<file path="config.mk">
export PLATFORM = sky130hd
export DESIGN_NAME = sscp_shade
export DESIGN_NICKNAME = d
export VERILOG_FILES = /design/src/rtl/supersampled_shape_coverage_pixel_assert.svh /design/src/rtl/sscp_pkg.sv /design/src/rtl/sscp_shade.sv
export SDC_FILE = /design/constraint.sdc
export NUM_CORES = 1
export LEC_CHECK = 0
export BUFFER_PORTS_ARGS = -buffer_cell sky130_fd_sc_hd__buf_2
export CELL_PAD_IN_SITES_DETAIL_PLACEMENT = 1
export CELL_PAD_IN_SITES_GLOBAL_PLACEMENT = 1
export CORE_MARGIN = 1
export CORE_UTILIZATION = 45
export CTS_CLUSTER_DIAMETER = 200
export CTS_CLUSTER_SIZE = 28
export DETAILED_ROUTE_END_ITERATION = 10
export PLACE_DENSITY = 0.79
export SETUP_SLACK_MARGIN = 0.02
export SLEW_MARGIN = 0
export SYNTH_ARGS = -nofsm -noshare
export SYNTH_HDL_FRONTEND = slang
export SYNTH_SLANG_ARGS = --single-unit
</file>
<file path="constraint.sdc">
create_clock -name i_clk -period 5.2 [get_ports i_clk]
set_input_delay 1.56 -clock i_clk [delete_from_list [all_inputs] [get_ports i_clk]]
set_output_delay 1.56 -clock i_clk [all_outputs]
set_load 0.01 [all_outputs]
</file>
<file path="src/rtl/supersampled_shape_coverage_pixel_assert.svh">
// ----------------------------------------------------------------------------
// Assertion macros for the shape coverage pixel block
// Clocked on i_clk and held off while i_rst_n is low.
// ----------------------------------------------------------------------------
`ifndef SUPERSAMPLED_SHAPE_COVERAGE_PIXEL_ASSERT_SVH
`define SUPERSAMPLED_SHAPE_COVERAGE_PIXEL_ASSERT_SVH

// Condition must hold at every clock edge out of reset
`define SSCP_ASSERT_ALWAYS(lbl, cond, msg) \
    lbl: assert property (@(posedge i_clk) disable iff (!i_rst_n) (cond)) else $error(msg);

// Consequent must hold in the same cycle as the antecedent
`define SSCP_ASSERT_IMPL(lbl, ante, cons, msg) \
    lbl: assert property (@(posedge i_clk) disable iff (!i_rst_n) (ante) |-> (cons)) \
        else $error(msg);

`endif

</file>
<file path="src/rtl/sscp_pkg.sv">
`timescale 1ns / 1ps
// ----------------------------------------------------------------------------
// sscp_pkg
// Types, constants and helper functions shared by the shape coverage pipeline.
// ----------------------------------------------------------------------------
package sscp_pkg;

    localparam int SAMPLES  = 4;
    localparam int NSAMP    = SAMPLES * SAMPLES;
    localparam int MIN_SIDE = 16;
    localparam int MAX_SIDE = 256;
    // scaled coordinate, signed difference, product and edge value widths
    localparam int CW = 27;
    localparam int DW = CW + 1;
    localparam int PW = 2 * DW;
    localparam int EW = PW + 2;
    // one sample step is 2 * 65536 on the common scale
    localparam int STEP_SH = 17;

    typedef enum logic [2:0] {
        CFG_TRI_FIRST_TWO = 3'd0,
        CFG_TRI_THIRD     = 3'd1,
        CFG_RECT_A        = 3'd2,
        CFG_RECT_B        = 3'd3,
        CFG_ENABLES       = 3'd4,
        CFG_INK           = 3'd5,
        CFG_SIDE          = 3'd6
    } t_cfg_idx;

    typedef struct packed {
        logic [63:0] tri_first_two;
        logic [31:0] tri_third;
        logic [63:0] rect_a;
        logic [63:0] rect_b;
        logic [2:0]  enables;
        logic [23:0] ink;
        logic [8:0]  side;
    } t_cfg;

    typedef struct packed {
        logic [7:0] pixel_x;
        logic [7:0] pixel_y;
    } t_pixel_in;

    typedef struct packed {
        logic [7:0] blue_out;
        logic [7:0] green_out;
        logic [7:0] red_out;
        logic [7:0] alpha_out;
    } t_pixel_out;

    // edge geometry of one pixel, handed from sample setup to the edge pipe
    typedef struct packed {
        logic [2:0][DW-1:0] ea;       // bx - ax per edge
        logic [2:0][DW-1:0] eb;       // by - ay per edge
        logic [2:0][DW-1:0] dx;       // first sample x - ax
        logic [2:0][DW-1:0] dy;       // first sample y - ay
        logic [NSAMP-1:0]   rect_hit; // samples covered by enabled rectangles
    } t_geo;

    // covered * 255 / 16, floored
    function automatic logic [7:0] alpha_of(logic [4:0] n);
        logic [12:0] t;
        t = {n, 8'd0} - {8'd0, n};
        return t[11:4];
    endfunction

    // p / 255 floored, exact for p up to 255 * 255
    function automatic logic [7:0] div255(logic [15:0] p);
        logic [16:0] t;
        t = {1'b0, p} + 17'd1 + {9'd0, p[15:8]};
        return t[15:8];
    endfunction

endpackage

</file>
<file path="src/rtl/sscp_shade.sv">
`timescale 1ns / 1ps
// ----------------------------------------------------------------------------
// sscp_shade
// Count covered samples, derive alpha and premultiply the ink color.
// ----------------------------------------------------------------------------
module sscp_shade import sscp_pkg::*; (
    input  logic             i_clk,
    input  logic             i_rst_n,
    input  logic             i_en,
    input  logic             i_valid,
    input  logic [NSAMP-1:0] i_mask,
    input  logic [23:0]      i_ink,
    output logic             o_valid,
    output t_pixel_out       o_pix
);

    logic        r7_valid, r8_valid, r9_valid;
    logic [7:0]  r7_alpha, r8_alpha;
    logic [15:0] r8_prod [3];
    t_pixel_out  r9_pix;

    always_ff @(posedge i_clk) begin
        if (!i_rst_n) begin
            r7_valid <= 1'b0;
            r8_valid <= 1'b0;
            r9_valid <= 1'b0;
        end else if (i_en) begin
            r7_valid <= i_valid;
            r8_valid <= r7_valid;
            r9_valid <= r8_valid;
        end
    end

    // alpha from sample count
    always_ff @(posedge i_clk) begin
        if (i_en) begin
            r7_alpha <= alpha_of(5'($countones(i_mask)));
        end
    end

    // ink channel times alpha
    always_ff @(posedge i_clk) begin
        if (i_en) begin
            for (int c = 0; c < 3; c++) begin
                r8_prod[c] <= 16'(i_ink[8*c +: 8]) * 16'(r7_alpha);
            end
            r8_alpha <= r7_alpha;
        end
    end

    // divide by 255 into the output register
    always_ff @(posedge i_clk) begin
        if (i_en) begin
            r9_pix.red_out   <= div255(r8_prod[0]);
            r9_pix.green_out <= div255(r8_prod[1]);
            r9_pix.blue_out  <= div255(r8_prod[2]);
            r9_pix.alpha_out <= r8_alpha;
        end
    end

    assign o_valid = r9_valid;
    assign o_pix   = r9_pix;

endmodule

</file>
# After elaboration in Yosys (flattened, before gate mapping)
# Memories as Yosys holds them, arrays and structs flattened.
# Cells that the tools add are included.
[classes]
add_sub_neg = 22
n_mul = 3
n_mux = 2
[op_table]
columns = ["op", "count"]
rows = [
  ["$add 16x1->16 const B", 3],
  ["$add 16x8->16", 3],
  ["$mul 8x8->16", 3],
  ["$add 1x1->2", 8],
  ["$add 2x2->3", 4],
  ["$sub 12x5->12", 1],
  ["$add 3x3->4", 2],
  ["$add 4x4->5", 1],
  ["$mux 1", 2],
]
[totals]
register_bits = 51
mem_bits_rw = 48
in_bits = 44
elab_cells = 37
memories = 1
[memory_table]
columns = ["name", "depth", "word_bits", "rd", "rd_clocked_by_memory_dff", "write_ports", "line_no", "text"]
rows = [
  ["r8_prod", 3, 16, 3, 0, 3, "sscp_shade.sv:19", "logic [15:0] r8_prod [3];"],
]

# Longest topological paths before layout
[logic_depth]
word_depth = 5
mapped_depth = 16
depth_no_buf = 15

# Worst setup path before layout
# OpenSTA, ideal clock, no wires.
[synth_timing]
path_type = "input-to-reg"
start = "input port i_ink[8]"
end = "memory r8_prod[1][14] (netlist: r8_prod[0][30]), data pin"
setup_time_ns = 0.259
arrival_ns = 5.038
required_time_ns = 4.941
path_slack_ns = -0.096
path_stages = 14
path_buffers = 0
cell_sequence = "nand2_1 > fa_1 > fa_1 > inv_1 > fa_1 > inv_1 > fa_1 > inv_1 > ha_1 > o21ai_0 > nand2b_1 > a31o_2 > a31o_2 > xor2_1"
[synth_rtl]
columns = ["item", "line_no", "text"]
rows = [
  ["start: declaration", "sscp_shade.sv:12", "input logic [23:0] i_ink,"],
  ["end: declaration", "sscp_shade.sv:19", ""],
]

==> results.toml <==
[run_status]
status = "finished, final reports clean"

[floorplan]
die_y_um = 157.6
core_sq_um = 23610
die_w_um = 157.6
dieArea_sq_um = 24850
fp-row-count = 56
initial_utilization_pct = 46.17
io_pins = 77

[timing]
slew_viol_final = 0
fin_crit_ns = 5.169
fin_tns_setup_ns = 0
setup_viol = 0
finClkSkew_ns = 0.009040
min_period_over_period_pct = 99.41
relSlewSlack_pct = 28.24
fmax_mhz = 193.5
tightest_slew_ns = 1.076
rsz0062_at_grt = "yes"
finalHoldViolCount = 0

[clock_network]
tritoncts = "built"
clk_pin_slew_worst_paths_ns = 0.07
cts_made_buffers = 9
cts_buffer_depth = 2
cts.sinks = 99
insertion_delay_ns = 0.37
cts_root_buffer = "clkbuf_16"
htree_num_levels = 3

[route]
vias = 8243
ant_nets = 0
viasPerCell = 5.304
wl_met3_um = 735
wl_met2_um = 15520
drc = 0
drt-initial-drc-count = 263
routed_wl_um = 28150
top_layer_used = "met4"
wl_met1_um = 11240
drt-pass1-iter-count = 4
wl_per_cell_um = 18.11

[critical_path]
cp_data_arrival_time_ns = 5.40
end_kind = "flip-flop"
r2r_start = "r7_alpha[2]"
r2r_end = "r8_prod[0][28]"
rr_worst_depth = 14
critPathRequiredTime_ns = 5.43
crit_fanout = 6
worst-setup-path-type = "input pin to flip-flop"
r2r_setup_slack_ns = 0.38
startpoint_type = "input pin"

[logic_synthesis]
synth.area.top_cells = "edfxtp_1, fa_1, ha_1"
syn_nets = 1358
yosys_warnings = 0
synth_edf_count = 96
async_flop_share_pct = 0
ys_seq_area_share_pct = 26.99
synth.distinct_cells = 54
synthFlopType = "edfxtp_1"
netlist_instances = 1061
synth-seq-cells = 99
synth.top_cell.area_share_pct = 26.44
synth_top_cell_by_area = "edfxtp_1"
syn_area_sq_um = 10900
syn_area_per_cell_sq_um = 10.27

[hold_path]
holdCritStartpoint = "r8_alpha[3]"
min_to = "o_pix[3]"
hold-path-cell-count = 0
hold_class = "flip-flop to flip-flop"

[global_routing]
antenna_found_initial = 0
overflow = 0
grt_pass1_wl_um = 44850
grt_start_max_net_pins = 78
grt_usage_pct = 23.30
grt_pass1_vias = 9311

[cells_and_area]
nNetsFinal = 1527
nFillCells = 2619
area_delta_synth_final_pct = 18.99
register_area_sq_um = 2943
antennaDiodeCount = 0
multi_input_area_sq_um = 7443
layout-drive-gt1-share_pct = 20.00

[run]
maxCapViolCount = 0

[place]
port_buffers = 76
gp_congestion = 0.8221
hpwl_um = 21110
==> registers in the layout, summed over array words and instances (netlist names) <==
register  count
r8_prod      48
o_pix        32
r7_valid      1
r8_alpha      8
r8_valid      1
o_valid       1
r7_alpha      8
==> cell type report <==
| class | instances | area share, % |
|---|---|---|
| Tap cell | 319 | 3.077 |
| Multi-Input combinational cell | 759 | 57.38 |
| Clock buffer | 10 | 1.842 |
| Sequential cell | 99 | 22.69 |
| Inverter | 183 | 5.295 |
| Clock inverter | 6 | 0.5594 |
| Timing Repair Buffer | 178 | 9.163 |
==> cells in the mapped netlist (all sizes together) (9+ instances only) <==
library cell / n
o21ai: 24
xor2: 24
nor2: 33
a211oi: 9
fa: 118
o21a: 10
nor3: 17
inv: 183
xnor2: 24
a21oi: 30
edfxtp: 96
and2: 153
nand3: 11
ha: 135
clkbuf: 19
nand2: 66
a21o: 14
or3: 10
==> layout by cell type, fill, tap and decap left out, drive strengths merged, types with 4 or more instances in the layout <==
cell type	instances
nor2b	7
a211o	4
o21ai	24
xor2	24
o211ai	7
mux2i	5
nand2	66
nor3	17
nand2b	7
o21a	10
o2111ai	5
a211oi	9
clkbuf	13
nand3	11
edfxtp	96
nor2	33
and2	153
or3	10
a21oi	30
and3	8
fa	118
nand4	5
buf	175
ha	135
a21o	14
xnor2	24
inv	184
==> cells by family (layout without fill, tap and decap cells) <==
family          after synthesis  count (layout)  synth area share (%)
xor+xnor                     48              48                 3.856
fa+ha+maj                   253             253                 37.16
compound gates              128             128                 8.275
buf+inv                     203             377                 7.024
mux                           5               5                0.4591
flops                        99              99                 26.99
simple gates                325             325                 16.23
==> per-stage QoR <==
stage | instance area [sq um] | utilization [%] | cells | hold slack (ns) | setup slack (ns)
5_1_grt | 12970 | 54.94 | 1554 | 0.4319 | -0.04665
2_1_floorplan | 10960 | - | 1061 | 0.4003 | -0.01421
4_1_cts | 12760 | 54.03 | 1551 | 0.4247 | 0.02114
3_3_place_gp | 12410 | 52.55 | 1535 | 0.4009 | -0.4191
3_5_place_dp | 12410 | 52.55 | 1535 | 0.4089 | -0.4756
6_report | 12970 | 54.94 | 1554 | 0.4235 | 0.03083
==> layer usage <==
metal,vias up,GRT usage [%]
met5,-,0
met4,0,7.813
met3,42,2.956
met2,138,44.75
met1,4231,26.27
li1,3832,-
==> what timing repair did <==
action                     CTS  global route
resized for setup            9            52
gates cloned                 0             0
setup endpoints to repair    6            19
pin swaps                    4            34
hold buffers                 0             0
buffers inserted             0             3
==> critical path: stages <==
cell	delay (ns)
clkbuf_4	0.15
nand2_1	0.08
fa_1	0.51
fa_1	0.58
inv_1	0.07
fa_1	0.53
inv_1	0.05
fa_1	0.53
inv_1	0.07
ha_4	0.25
o21ai_2	0.12
nand2b_1	0.10
a31o_4	0.27
nor4b_1	0.34
a211o_1	0.18
==> worst max-delay path by stage <==
stage               slack, ns  cells after the start      start             end
floorplan               -0.01                     13   i_ink[3]  r8_prod[0][14]
CTS                      0.02                     16  i_ink[16]  r8_prod[0][44]
detailed placement      -0.48                     13  i_ink[19]  r8_prod[0][44]
global route            -0.05                     14   i_ink[3]  r8_prod[0][14]
global placement        -0.42                     14  i_ink[18]  r8_prod[0][47]
finish                   0.03                     15  i_ink[13]  r8_prod[0][28]
Power is left out: the tool's default activity adds up to more than one toggle a clock period on the data nets, which glitch-free logic cannot reach.
